===== config.mk =====
export PLATFORM = sky130hd
export DESIGN_NAME = flag_escape_stuffer
export DESIGN_NICKNAME = d
export VERILOG_FILES = /design/src/sv/fes_pkg.sv /design/src/sv/fes_cell.sv /design/src/sv/fes_emitter.sv /design/src/sv/flag_escape_stuffer.sv
export SDC_FILE = /design/constraint.sdc
export NUM_CORES = 1
export LEC_CHECK = 0
export CELL_PAD_IN_SITES_DETAIL_PLACEMENT = 0
export CELL_PAD_IN_SITES_GLOBAL_PLACEMENT = 1
export CORE_MARGIN = 2
export CORE_UTILIZATION = 45
export CTS_BUF_LIST = sky130_fd_sc_hd__clkbuf_8
export DETAILED_ROUTE_END_ITERATION = 10
export DONT_BUFFER_PORTS = 1
export GPL_TIMING_DRIVEN = 0
export PLACE_DENSITY_LB_ADDON = 0.1
export SYNTH_ARGS = -nofsm -noshare
export SYNTH_HDL_FRONTEND = slang
export SYNTH_SLANG_ARGS = --single-unit

===== constraint.sdc =====
create_clock -name clk -period 4.42 [get_ports clk]
set_input_delay 0.884 -clock clk [delete_from_list [all_inputs] [get_ports clk]]
set_output_delay 0.884 -clock clk [all_outputs]
set_load 0.005 [all_outputs]

===== src/sv/fes_pkg.sv =====
`timescale 1ns / 1ps
`default_nettype none

package fes_pkg;

  localparam int SymW = 8;
  localparam int EscLen = 8;

  localparam logic [1:0] OP_START = 2'd0;
  localparam logic [1:0] OP_DATA  = 2'd1;
  localparam logic [1:0] OP_DRAIN = 2'd2;

  localparam logic [SymW-1:0] ESC_BODY = 8'h31;
  localparam logic [SymW-1:0] ESC_TAIL = 8'h30;

  localparam logic [3:0] FLAG_LEN_MIN = 4'd1;
  localparam logic [3:0] FLAG_LEN_MAX = 4'd8;
  localparam logic [3:0] FLAG_LEN_RESET = 4'd8;
  localparam logic [63:0] FLAG_PATTERN_RESET = 64'h3031_3131_3131_3130;

  localparam logic REG_FLAG_LEN = 1'b0;
  localparam logic REG_FLAG_PATTERN = 1'b1;

  typedef struct packed {
    logic ins;
    logic clear;
    logic shift;
    logic load;
  } cell_ctrl_t;

  typedef struct packed {
    logic            esc;
    logic            head;
    logic [SymW-1:0] head_sym;
    logic            flag;
    logic            closing;
  } job_t;

endpackage

`default_nettype wire


===== src/sv/fes_cell.sv =====
`timescale 1ns / 1ps
`default_nettype none

module fes_cell (
  input  logic                   clk,
  input  logic                   rst,
  input  fes_pkg::cell_ctrl_t    ctrl,
  input  logic [7:0]             sym_in,
  input  logic                   prev_valid,
  input  logic [7:0]             next_sym,
  input  logic                   next_valid,
  input  logic                   flag_use,
  input  logic [7:0]             flag_sym,
  input  logic                   esc_use,
  input  logic [7:0]             esc_sym,
  input  logic                   flag_chain_in,
  input  logic                   esc_chain_in,
  output logic [7:0]             cur_sym,
  output logic                   cur_valid,
  output logic                   held_valid,
  output logic                   flag_chain_out,
  output logic                   esc_chain_out
);

  logic [7:0] sym;
  logic       valid;
  logic       insert_here;

  assign insert_here = ctrl.ins && !valid && prev_valid;
  assign cur_sym     = insert_here ? sym_in : sym;
  assign cur_valid   = valid || insert_here;
  assign held_valid  = valid;

  assign flag_chain_out = flag_chain_in &&
                          (!flag_use || (cur_valid && (cur_sym == flag_sym)));
  assign esc_chain_out  = esc_chain_in &&
                          (!esc_use || (cur_valid && (cur_sym == esc_sym)));

  always_ff @(posedge clk) begin
    if (rst) begin
      valid <= 1'b0;
    end else if (ctrl.clear) begin
      valid <= 1'b0;
    end else if (ctrl.shift) begin
      valid <= next_valid;
    end else if (ctrl.load) begin
      valid <= cur_valid;
    end
  end

  always_ff @(posedge clk) begin
    if (ctrl.shift) begin
      sym <= next_sym;
    end else if (ctrl.load) begin
      sym <= cur_sym;
    end
  end

endmodule

`default_nettype wire


===== src/sv/fes_emitter.sv =====
`timescale 1ns / 1ps
`default_nettype none

module fes_emitter (
  input  logic             clk,
  input  logic             rst,
  input  logic             job_load,
  input  fes_pkg::job_t    job,
  input  logic [3:0]       flag_n,
  input  logic [63:0]      flag_pattern,
  output logic             busy_stall,
  output logic             out_valid,
  input  logic             out_stall,
  output logic [7:0]       symbol_out,
  output logic             run_last,
  output logic             frame_end
);

  logic [3:0] esc_left;
  logic       head_vld;
  logic [7:0] head_sym;
  logic [3:0] flag_left;
  logic [2:0] flag_idx;
  logic       closing;

  logic [4:0] remaining;
  logic       room;
  logic       emit;
  logic [7:0] sym_next;
  logic       end_next;

  assign remaining  = 5'(esc_left) + 5'(head_vld) + 5'(flag_left);
  assign room       = !out_valid || !out_stall;
  assign emit       = (remaining != 5'd0) && room;
  assign busy_stall = (remaining != 5'd0) && !((remaining == 5'd1) && room);

  always_comb begin
    end_next = 1'b0;
    if (esc_left != 4'd0) begin
      sym_next = (esc_left == 4'd1) ? fes_pkg::ESC_TAIL : fes_pkg::ESC_BODY;
    end else if (head_vld) begin
      sym_next = head_sym;
    end else begin
      sym_next = flag_pattern[8*flag_idx +: 8];
      end_next = closing && (flag_left == 4'd1);
    end
  end

  always_ff @(posedge clk) begin
    if (rst) begin
      esc_left  <= 4'd0;
      head_vld  <= 1'b0;
      flag_left <= 4'd0;
    end else if (job_load) begin
      esc_left  <= job.esc ? 4'(fes_pkg::EscLen) : 4'd0;
      head_vld  <= job.head;
      flag_left <= job.flag ? flag_n : 4'd0;
    end else if (emit) begin
      if (esc_left != 4'd0) begin
        esc_left <= esc_left - 4'd1;
      end else if (head_vld) begin
        head_vld <= 1'b0;
      end else begin
        flag_left <= flag_left - 4'd1;
      end
    end
  end

  always_ff @(posedge clk) begin
    if (job_load) begin
      head_sym <= job.head_sym;
      closing  <= job.closing;
      flag_idx <= 3'd0;
    end else if (emit && (esc_left == 4'd0) && !head_vld) begin
      flag_idx <= flag_idx + 3'd1;
    end
  end

  always_ff @(posedge clk) begin
    if (rst) begin
      out_valid <= 1'b0;
    end else if (emit) begin
      out_valid <= 1'b1;
    end else if (!out_stall) begin
      out_valid <= 1'b0;
    end
  end

  always_ff @(posedge clk) begin
    if (emit) begin
      symbol_out <= sym_next;
      run_last   <= (remaining == 5'd1);
      frame_end  <= end_next;
    end
  end

endmodule

`default_nettype wire


===== src/sv/flag_escape_stuffer.sv =====
// Each input word, when taken, loads a job into the emitter; its results leave through the
// output register. Throughput: one input word per cycle while each word causes at most one
// result and the output is free; more results stall the input, emitted one per cycle when free.
// Reset (rst, synchronous, active high) empties the lookahead window, clears the pass count,
// drops pending results and the output register, and restores both configuration registers.
`timescale 1ns / 1ps
`default_nettype none

module flag_escape_stuffer #(
  parameter int WINDOW_DEPTH = 8
) (
  input  logic        clk,
  input  logic        rst,
  input  logic        psel,
  input  logic        penable,
  input  logic        pwrite,
  input  logic [3:0]  paddr,
  input  logic [63:0] pwdata,
  output logic [63:0] prdata,
  output logic        pready,
  input  logic        in_valid,
  output logic        in_stall,
  input  logic [1:0]  opcode,
  input  logic [7:0]  symbol_in,
  output logic        out_valid,
  input  logic        out_stall,
  output logic [7:0]  symbol_out,
  output logic        run_last,
  output logic        frame_end
);

  logic [3:0]  flag_len;
  logic [63:0] flag_pattern;
  logic [3:0]  flag_n;
  logic [2:0]  pass_left;

  logic        accept;
  logic        op_start;
  logic        op_data;
  logic        op_drain;
  logic        process;
  logic        closing;
  logic        flag_match;
  logic        esc_match;

  fes_pkg::cell_ctrl_t ctrl;
  fes_pkg::job_t       job;

  logic [7:0] cell_sym   [WINDOW_DEPTH];
  logic       cell_valid [WINDOW_DEPTH];
  logic       cell_held  [WINDOW_DEPTH];
  logic       flag_chain [WINDOW_DEPTH+1];
  logic       esc_chain  [WINDOW_DEPTH+1];

  assign pready = 1'b1;

  always_ff @(posedge clk) begin
    if (rst) begin
      flag_len     <= fes_pkg::FLAG_LEN_RESET;
      flag_pattern <= fes_pkg::FLAG_PATTERN_RESET;
    end else if (psel && penable && pwrite && pready) begin
      unique case (paddr[3])
        fes_pkg::REG_FLAG_LEN:     flag_len <= pwdata[3:0];
        fes_pkg::REG_FLAG_PATTERN: flag_pattern <= pwdata;
        default: ;
      endcase
    end
  end

  always_comb begin
    unique case (paddr[3])
      fes_pkg::REG_FLAG_LEN:     prdata = {60'd0, flag_len};
      fes_pkg::REG_FLAG_PATTERN: prdata = flag_pattern;
      default:                   prdata = 64'd0;
    endcase
  end

  always_comb begin
    if (flag_len == 4'd0) begin
      flag_n = fes_pkg::FLAG_LEN_MIN;
    end else if (flag_len > fes_pkg::FLAG_LEN_MAX) begin
      flag_n = fes_pkg::FLAG_LEN_MAX;
    end else begin
      flag_n = flag_len;
    end
  end

  assign accept   = in_valid && !in_stall;
  assign op_start = (opcode == fes_pkg::OP_START);
  assign op_data  = (opcode == fes_pkg::OP_DATA);
  assign op_drain = (opcode == fes_pkg::OP_DRAIN);

  assign process = (op_data && cell_valid[WINDOW_DEPTH-1]) || (op_drain && cell_valid[0]);
  assign closing = op_drain && !cell_valid[1];

  assign ctrl.ins   = op_data;
  assign ctrl.clear = accept && op_start;
  assign ctrl.shift = accept && process;
  assign ctrl.load  = accept && op_data;

  assign flag_chain[WINDOW_DEPTH] = 1'b1;
  assign esc_chain[WINDOW_DEPTH]  = 1'b1;
  assign flag_match = flag_chain[0];
  assign esc_match  = esc_chain[0];

  for (genvar k = 0; k < WINDOW_DEPTH; k++) begin : g_cell
    logic       prev_valid;
    logic [7:0] next_sym;
    logic       next_valid;
    logic       flag_use;
    logic [7:0] flag_sym;
    logic       esc_use;
    logic [7:0] esc_sym;

    if (k == 0) begin : g_head
      assign prev_valid = 1'b1;
    end else begin : g_body
      assign prev_valid = cell_held[k-1];
    end

    if (k == WINDOW_DEPTH - 1) begin : g_tail
      assign next_sym   = 8'h00;
      assign next_valid = 1'b0;
    end else begin : g_inner
      assign next_sym   = cell_sym[k+1];
      assign next_valid = cell_valid[k+1];
    end

    if (k < fes_pkg::EscLen) begin : g_pat
      assign flag_use = (4'(k) < flag_n);
      assign flag_sym = flag_pattern[8*k +: 8];
      assign esc_use  = 1'b1;
      assign esc_sym  = (k == fes_pkg::EscLen - 1) ? fes_pkg::ESC_TAIL : fes_pkg::ESC_BODY;
    end else begin : g_nopat
      assign flag_use = 1'b0;
      assign flag_sym = 8'h00;
      assign esc_use  = 1'b0;
      assign esc_sym  = 8'h00;
    end

    fes_cell u_cell (
      .clk            (clk),
      .rst            (rst),
      .ctrl           (ctrl),
      .sym_in         (symbol_in),
      .prev_valid     (prev_valid),
      .next_sym       (next_sym),
      .next_valid     (next_valid),
      .flag_use       (flag_use),
      .flag_sym       (flag_sym),
      .esc_use        (esc_use),
      .esc_sym        (esc_sym),
      .flag_chain_in  (flag_chain[k+1]),
      .esc_chain_in   (esc_chain[k+1]),
      .cur_sym        (cell_sym[k]),
      .cur_valid      (cell_valid[k]),
      .held_valid     (cell_held[k]),
      .flag_chain_out (flag_chain[k]),
      .esc_chain_out  (esc_chain[k])
    );
  end

  always_ff @(posedge clk) begin
    if (rst) begin
      pass_left <= 3'd0;
    end else if (accept) begin
      if (op_start || closing) begin
        pass_left <= 3'd0;
      end else if (process) begin
        if (pass_left != 3'd0) begin
          pass_left <= pass_left - 3'd1;
        end else if (flag_match) begin
          pass_left <= 3'(flag_n - 4'd1);
        end else if (esc_match) begin
          pass_left <= 3'(fes_pkg::EscLen - 1);
        end
      end
    end
  end

  assign job.esc      = process && (pass_left == 3'd0) && (flag_match || esc_match);
  assign job.head     = process;
  assign job.head_sym = cell_sym[0];
  assign job.flag     = op_start || closing;
  assign job.closing  = closing;

  fes_emitter u_emitter (
    .clk          (clk),
    .rst          (rst),
    .job_load     (accept),
    .job          (job),
    .flag_n       (flag_n),
    .flag_pattern (flag_pattern),
    .busy_stall   (in_stall),
    .out_valid    (out_valid),
    .out_stall    (out_stall),
    .symbol_out   (symbol_out),
    .run_last     (run_last),
    .frame_end    (frame_end)
  );

endmodule

`default_nettype wire


[Word-level counts from Yosys, hierarchy flattened]
Cells that the tools add are included.
Cells by class
  order comparisons: 9
  shift-type cells: 1
  equality and inequality tests: 24
  reductions and logical operators: 125
  multiplexer cells: 61
  bitwise logic cells: 1
  add/sub/neg operators: 7
Operators with widths (number)
  $mux 8: 24
  $pmux 64 s2: 1
  $eq 8x6->1 const B: 8
  $eq 8x8->1: 8
  $shiftx 64x7->8: 1
  $logic_and 1x1->1: 62
  $mux 4: 11
  $logic_not 1->1: 22
  $logic_or 1x1->1: 20
  $mux 1: 20
  $lt 3x4->1 const A: 4
  $mux 3: 5
  $eq 4x1->1 const B: 2
  $logic_not 4->1: 2
  $lt 1x4->1 const A: 2
  $lt 2x4->1 const A: 2
  $reduce_and 2->1: 4
  $reduce_bool 2->1: 4
  $reduce_bool 4->1: 2
  $sub 4x1->4 const B: 2
  $reduce_and 3->1: 2
  $sub 3x1->3 const B: 2
  $add 4x1->5: 1
  $add 5x4->5: 1
  other kinds (14): 16
Storage, ports and cells
  output and inout port bits: 77
  register bits after elaboration: 175
  input bits: 85
  word-level logic and storage cells: 257

[Longest topological paths before layout]
Gate-level depths: netlist (run 1).
  word-level depth: 18
  mapped depth: 12
  depth with buffers taken out: 11

[By module]
A second synthesis (run 1) with hierarchy kept.
Second synthesis, totals
  cell total of the unflattened synthesis: 1516
  area total of the unflattened synthesis: 13296.5 um^2
By module, submodules not included
  fes_cell: seq. area each 260.2 um^2, area an instance 989.7 um^2, times used 8, cells each 114
  flag_escape_stuffer: seq. area each 1421.4 um^2, area an instance 3326.9 um^2, times used 1, cells each 429
  fes_emitter: seq. area each 830.8 um^2, area an instance 2052.0 um^2, times used 1, cells each 175

[Worst setup path before layout (run 1)]
No wires, ideal clock.
  path kind: flip-flop to flip-flop
  start: register u_emitter.flag_left[0]
  end: register g_cell[0].u_cell.sym[0] (enable)
  library setup time: 0.415 ns
  required time: 4.005 ns
  path slack: -0.409 ns
  arrival: 4.414 ns
  path buffers: 3
  stages on the path, launching flop included: 12
  period minus slack after synthesis: 4.829 ns
  cell sequence: dfxtp_1 > fa_1 > fa_1 > or4_1 > a21oi_1 > nand3_1 > inv_1 > buf_6 > nand2_1 > clkbuf_1 > buf_1 > nand2_1
On the way
  cells in the longest elaborated chain, start to end: 9
  elaborated cells between the ends (all ways): 11
  classes of those cells: 1 x add/sub; 1 x eq/ne; 9 x reduce/logical
Ends and longest elaborated chain
  start, declared: line fes_emitter.sv:22  | logic [3:0] flag_left;
  start signal, assigned: line fes_emitter.sv:57  | flag_left <= job.flag ? flag_n : 4'd0;
  start signal, assigned: line fes_emitter.sv:64  | flag_left <= flag_left - 4'd1;
  $add 5x4->5 (*): line fes_emitter.sv:32  | assign remaining = 5'(esc_left) + 5'(head_vld) + 5'(flag_left);
  $eq 5x1->1: line fes_emitter.sv:35  | assign busy_stall = (remaining != 5'd0) && !((remaining == 5'd1) && room);
  $logic_and 1x1->1: line fes_emitter.sv:35
  $logic_not 1->1: line fes_emitter.sv:35
  $logic_and 1x1->1 (*): line fes_emitter.sv:35
  $logic_not 1->1 (*): line flag_escape_stuffer.sv:88  | assign accept = in_valid && !in_stall;
  $logic_and 1x1->1 (*): line flag_escape_stuffer.sv:88
  $logic_and 1x1->1 (on tied branches): line flag_escape_stuffer.sv:99, flag_escape_stuffer.sv:98
  $reduce_bool 2->1 (no line) (*)
  end signal, assigned: line fes_cell.sv:53  | sym <= next_sym;
  end signal, assigned: line fes_cell.sv:55  | sym <= cur_sym;
  end, declared: line fes_cell.sv:25  | logic [7:0] sym;
Every way passes the cells marked *; elsewhere a longest branch is shown, timed or not.
A chain may end at the register's enable or synchronous reset.

[Worst setup path after layout (run 1)]
  start: register u_emitter.flag_left[0]
  end: register g_cell[0].u_cell.sym[2], data pin
On the way
  cells in the longest elaborated chain, start to end: 9
  elaborated cells between the ends (all ways): 10
  classes of those cells: 1 x add/sub; 1 x eq/ne; 1 x mux; 7 x reduce/logical
Ends and longest elaborated chain
  $add 5x4->5 (*): line fes_emitter.sv:32
  $eq 5x1->1: line fes_emitter.sv:35
  $logic_and 1x1->1: line fes_emitter.sv:35
  $logic_not 1->1: line fes_emitter.sv:35
  $logic_and 1x1->1 (*): line fes_emitter.sv:35
  $logic_not 1->1 (*): line flag_escape_stuffer.sv:88
  $logic_and 1x1->1 (*): line flag_escape_stuffer.sv:88
  $logic_and 1x1->1 (*): line flag_escape_stuffer.sv:98  | assign ctrl.shift = accept && process;
  $mux 8 (*): line fes_cell.sv:52  | if (ctrl.shift) begin
Marks and branches as above.

==> results of run 1 <==
## metal layers
layer | GRT usage | vias up
li1 | - | 4613
met1 | 0.4553 | 4946
met2 | 0.5204 | 596
met3 | 0.05837 | 121
met4 | 0.1429 | 0
met5 | 0 | -
## final timing paths
path | to | slack (ps) | cells past startpoint
max | g_cell[0].u_cell.sym[2] | 240 | 9
min | flag_pattern[53] | 490 | 2
max reg2reg | g_cell[0].u_cell.sym[2] | 240 | 9
min reg2reg | flag_pattern[0] | 500 | 2
## registers in the layout, indices dropped and copies added, names as in the netlist, 3 cells and up
name / flops
u_emitter.symbol_out: 8
g_cell.u_cell.sym: 64
u_emitter.head_sym: 8
flag_pattern: 64
g_cell.u_cell.held_valid: 8
u_emitter.flag_left: 4
pass_left: 3
u_emitter.flag_idx: 3
flag_len: 4
u_emitter.esc_left: 4
## layout make-up
type | instances | area [sq um] | area share
Multi-Input combinational cell | 963 | 6175 | 0.5167
Tap cell | 324 | 405.4 | 0.03392
Buffer | 93 | 471.7 | 0.03947
Clock buffer | 17 | 234.0 | 0.01958
Timing Repair Buffer | 1 | 20.02 | 0.001675
Inverter | 57 | 214.0 | 0.01790
Clock inverter | 15 | 176.4 | 0.01476
Sequential cell | 175 | 4254 | 0.3560
## metrics by stage
stage                     TNS [ps]  hold slack, ps  std cells
after global routing             0           480.9       1645
after global placement     -100930           489.2       1612
after CTS                        0           474.9       1645
final                            0           491.2       1645
after floorplan                  0           455.9       1288
after detailed placement    -77540           489.4       1613
## Yosys cell counts (6+ instances only)
master / instances / area (sq um)
xor2_1: 26 / 227.7
nand4bb_1: 6 / 67.56
buf_1: 9 / 33.78
nand3b_1: 23 / 172.7
nor2_1: 134 / 503.0
a31oi_1: 13 / 81.33
a22oi_1: 7 / 52.55
nand2_1: 188 / 705.7
nor3_1: 25 / 125.1
buf_2: 11 / 55.05
inv_1: 56 / 210.2
dfxtp_1: 100 / 2002
mux2i_1: 53 / 530.5
a21oi_1: 106 / 530.5
a221oi_1: 7 / 61.31
mux4_2: 16 / 360.4
a211oi_1: 15 / 112.6
o22ai_1: 40 / 250.2
xnor2_1: 44 / 385.4
o21ai_0: 30 / 150.1
edfxtp_1: 75 / 2252
nor4_1: 7 / 43.79
nand3_1: 17 / 85.08
a211o_1: 8 / 70.07
and2_1: 64 / 400.4
nand4_1: 9 / 56.30
mux2_2: 8 / 90.09
ha_1: 13 / 162.7
clkbuf_1: 61 / 229.0
## power groups by stage
| stage | combinational [mW] | clock, mW | sequential, mW |
|---|---|---|---|
| 3_3_place_gp | 1.27 | 0 | 2.14 |
| 5_1_grt | 1.47 | 1.27 | 2.13 |
| 6_report | 1.33 | 1.20 | 2.11 |
| 4_1_cts | 1.32 | 1.20 | 2.11 |
| 3_5_place_dp | 1.29 | 0 | 2.14 |
| 2_1_floorplan | 0.983 | 0 | 2.08 |
## logic make-up after synthesis
| logic type | Yosys count | synth area share |
|---|---|---|
| AOI/OAI and AO/OA | 277 | 0.1602 |
| xor gates and xnor gates | 70 | 0.05542 |
| adders and majority gates | 15 | 0.01832 |
| buffers and inverters | 151 | 0.06176 |
| DFF | 175 | 0.3846 |
| muxes | 77 | 0.08868 |
| other | 1 | 0.0003390 |
| and+or+nand+nor | 522 | 0.2307 |
## what timing repair did
action                                  4_1_cts  5_1_grt
buffers inserted                              0        0
endpoints found under the setup margin      122       78
gates cloned                                  0        1
pin swaps                                     0        1
gates resized for setup                      13        4
hold buffers                                  0        0
## worst max-delay path, stage by stage (launching register included)
cell and delay [ps]:
dfxtp_1 400, fa_1 490, fa_1 480, or4_1 540
a21oi_2 280, nand3_4 200, a21oi_2 440, clkbuf_2 420
buf_1 470, a21oi_1 150
==> qor.csv, run 1 <==
stage,metric,value,unit
die,Die Y,160.8,um
die,Rows,57,
clock_tree,H-tree Lvls,4,
grt,first-pass GRT wire length,63850,um
synth,top_reg_cell synth,dfxtp_1,
die,Top-Level Pins,162,
critical_path,r2r startpoint,u_emitter.flag_left[0],
pwr,Pwr Total,4.645,mW
pwr,clock power share,0.259,
synth,Synth Instances,1288,
pwr,Net Sw Frac,0.3816,
synth,ys async rst share,0,
critical_path,critical path endpoint category,register,
synth,"Avg Cell Area, Syn",8.588,sq um
critical_path,Critical Path AT,4410,ps
synth,post-synthesis sequential area ratio,0.3846,
finish,post-route cell area,0.01195,sq mm
placed_design,dpl ws,-1089,ps
drt,DRT met1 WL,17930,um
timing,crit share post-route,0.9456,
finish,ANT cells,0,
finish,most frequent cells in the layout,"nand2_1 (186), nor2_1 (134), a21oi_1 (104)",
drt,DRT iter0 DRCs,1242,
placed_design,Post-DP Area,0.01149,sq mm
grt,GRT overflow,0,
synth,Mapped Area,0.01106,sq mm
synth,post-synth net total,1388,
timing,final worst-path setup slack,240.7,ps
clock_tree,clk root buf,clkbuf_8,
critical_path,maximum fanout along the worst path,10,
drt,drt wl/cell,26.04,um
critical_path,Worst Setup Start Kind,register,
timing,fin. max-slew vios,0,
drt,Via density,6.247,
synth,synthesized flop and latch total,175,
timing,"Hold Vio Cnt, Final",0,
pwr,power share of the sequential group,0.454,
die,Initial Utilization,0.4562,
timing,RSZ-0062 raised after global routing,false,
finish,Area Overhead vs Synth,8.031,%
drt,first-pass iteration count of the detailed router,7,
grt,antenna violations before repair,0,
run,Max-Cap Viols,0,
clock_tree,clock transition at the registers of the reported paths,120,ps
grt,vias in the first global route,9581,
finish,"most common cell after layout, fill and taps aside",nand2_1,
critical_path,crit path launch,u_emitter.flag_left[0],
placed_design,dpl hpwl,32060,um
timing,fmax,239.3,MHz
timing,Tmin final,4179,ps
drt,DR WL met3,3650,um
drt,DRC errors left,0,
clock_tree,clock latency at the later pin of the worst-skew pair,510,ps
finish,Fill cells,2419,
die,CORE AREA,0.02425,sq mm
drt,top routing layer in use,met4,
clock_tree,clk sink count,175,
drt,Routed Antenna Nets,0,
clock_tree,Num CTS Buffers,17,
synth,Post-synth EDFFs,75,
placed_design,port bufs,0,
drt,drt total wl,42840,um
drt,met2 WL,19270,um
pwr,Sw Pwr,1.773,mW
clock_tree,clk buf depth,2,
pwr,P_leak,4.322,nW
grt,largest net degree at the start of global routing,36,
die,Die W,160.8,um
pwr,Power Density,388.7,mW/mm^2
grt,Total GRT Usage,0.3327,
timing,worst clock skew,18.79,ps
pwr,Int Pwr,2.872,mW
timing,Slew @ Worst Pin,1234,ps
critical_path,worst path required time,4660,ps
placed_design,GP Congestion,0.9904,
hold_path,worst hold start,pwdata[53],
finish,Final #Nets,1408,
hold_path,class of the tightest hold or removal check,in2reg,
pwr,Gate power share,0.287,
timing,Finish-stage setup viols,0,
clock_tree,CTS tree,done,
finish,layout cells sized above 1,0.08327,
drt,Via Count,10280,
run_status,outcome,completed,
die,die area,0.02585,sq mm
synth,yosys warns,0,
synth,distinct cell type count after synthesis,80,
finish,final core occ,0.4928,
timing,Max-Slew Margin vs Limit,0.1710,
pwr,maximum vdd drop,0.0003138,V
critical_path,critical path class,reg2reg,
Power figures use the tool's default switching activity.
==> run 2: changes to the inputs <==
--- a/config.mk
+++ b/config.mk
@@ -7,6 +7,7 @@
 export LEC_CHECK = 0
 export CELL_PAD_IN_SITES_DETAIL_PLACEMENT = 0
 export CELL_PAD_IN_SITES_GLOBAL_PLACEMENT = 1
+export CORE_ASPECT_RATIO = 1.2
 export CORE_MARGIN = 2
 export CORE_UTILIZATION = 45
 export CTS_BUF_LIST = sky130_fd_sc_hd__clkbuf_8
==> run 2 against run 1 <==
  * Utilization rose by 0.31 points
  * Largest cell class unchanged
  * Register-to-register slack got worse by 50 ps
  * Total power shrank 1.2%
  * Die area about the same
  * Hold slack gained 8.2 ps
  * First-iteration DRC count fell by 14%
  * Sequential power about the same
  * Wire length increased by 0.85%
  * Critical path depth increased by 3
  * Critical endpoint is now g_cell[5].u_cell.sym[2]
  * Combinational power about the same
==> qor.csv, run 2 (synthesis gave the netlist of run 1 again) <==
stage,metric,value,unit
pwr,Pwr Total,4.589,mW
timing,worst clock skew,11.66,ps
die,Die Y,175.8,um
finish,Final #Nets,1409,
clock_tree,"Setup Fix Bufs, Post-CTS",0,
clock_tree,cts hold-fix bufs,0,
timing,fin. max-slew vios,0,
finish,Largest regs,"flag_pattern x64, g_cell.u_cell.sym x64",
critical_path,r2r setup slk,190,ps
timing,Tmin final,4232,ps
finish,final core occ,0.4959,
die,Rows,62,
grt,Total GRT Usage,0.3326,
drt,Via density,6.242,
placed_design,GP Congestion,0.9297,
clock_tree,clk buf depth,2,
critical_path,Critical Path AT,4420,ps
die,Top-Level Pins,162,
clock_tree,CTS tree,done,
timing,TNS Setup,0,ps
die,die area,0.02586,sq mm
pwr,Power Density,384.8,mW/mm^2
clock_tree,clock transition at the registers of the reported paths,100,ps
drt,DRC errors left,0,
pwr,P_leak,4.301,nW
placed_design,port bufs,0,
timing,final worst-path setup slack,187.8,ps
drt,first-pass iteration count of the detailed router,6,
critical_path,critical path endpoint category,register,
timing,crit share post-route,0.9575,
critical_path,critical path class,reg2reg,
timing,Finish-stage setup viols,0,
hold_path,class of the tightest hold or removal check,reg2reg,
critical_path,maximum fanout along the worst path,35,
run_status,outcome,completed,
finish,"most common cell after layout, fill and taps aside",nand2_1,
grt,first-pass GRT wire length,63310,um
timing,"Hold Vio Cnt, Final",0,
grt,GRT overflow,0,
drt,drt total wl,43200,um
grt,largest net degree at the start of global routing,36,
die,Initial Utilization,0.4600,
grt,vias in the first global route,9539,
finish,layout cells sized above 1,0.08396,
drt,DRT iter0 DRCs,1069,
placed_design,dpl hpwl,32720,um
pwr,maximum vdd drop,0.0001988,V
timing,fmax,236.3,MHz
clock_tree,H-tree Lvls,4,
timing,Max-Slew Margin vs Limit,0.2120,
clock_tree,clk sink count,175,
drt,Via Count,10260,
clock_tree,clk root buf,clkbuf_8,
clock_tree,clock latency at the later pin of the worst-skew pair,490,ps
finish,Area Overhead vs Synth,7.816,%
die,CORE AREA,0.02405,sq mm
critical_path,worst path required time,4610,ps
timing,Slew @ Worst Pin,1173,ps
timing,WHS,499.4,ps
critical_path,Worst Setup Start Kind,register,
drt,Routed Antenna Nets,0,
die,Die W,147.1,um
grt,antenna violations before repair,0,
run,Max-Cap Viols,0,
drt,drt wl/cell,26.29,um
clock_tree,Num CTS Buffers,17,
placed_design,dpl ws,-1027,ps
finish,most frequent cells in the layout,"nand2_1 (186), nor2_1 (134), a21oi_1 (104)",
timing,RSZ-0062 raised after global routing,false,
==> run 2: cell count changes in the layout (fill, tap and decap cells not counted), sizes merged <==
cell	change
clkinv	-6
clkinvlp	+4
diode	+1
buf	+1
bufinv	+1
inv	+1
==> run 2: layer usage <==
metal	wire length (um)	track usage
met1	16780	0.4188
met3	3795	0.06883
met2	20570	0.5477
met4	2059	0.1567
met5	0	0
==> run 2: path summary, 6_finish.rpt <==
check | start | endpoint | cells past startpoint
min reg2reg | flag_pattern[0] | flag_pattern[0] | 2
min | flag_pattern[0] | flag_pattern[0] | 2
max | u_emitter.flag_left[0] | g_cell[5].u_cell.sym[2] | 12
max reg2reg | u_emitter.flag_left[0] | g_cell[5].u_cell.sym[2] | 12
==> run 2: through the flow <==
step	instance area, sq um	std cells
3_5_place_dp	11480	1609
4_1_cts	11900	1641
5_1_grt	11920	1642
3_3_place_gp	11460	1608
2_1_floorplan	11060	1288
6_report	11930	1643
==> run 2: cell type report <==
type                            count  area, sq um
Clock buffer                       17        234.0
Multi-Input combinational cell    963         6175
Antenna cell                        1        2.502
Buffer                             94        476.7
Inverter                           57        214.0
Timing Repair Buffer                1        20.02
Fill cell                        2411        12120
Clock inverter                     15        150.1
Sequential cell                   175         4254
Tap cell                          320        400.4
==> run 2: power by group <==
part	switching [mW]	total (mW)	internal, mW
registers	0.176	2.12	1.94
clock network	0.679	1.14	0.464
logic	0.831	1.33	0.500
==> run 2: repair_timing <==
action	CTS	global route
endpoints found under the setup margin	122	39
pin swaps	0	1
gates resized for setup	13	3
cloned	0	1
==> run 2: worst max-delay path, stage by stage (launching register included) <==
cell	delay [ps]
dfxtp_1	390
fa_1	500
fa_1	480
or4_1	540
a21oi_2	270
nand3_4	200
inv_1	120
buf_6	160
nand2_2	170
clkbuf_4	280
buf_2	320
nand2_8	210
buf_12	240
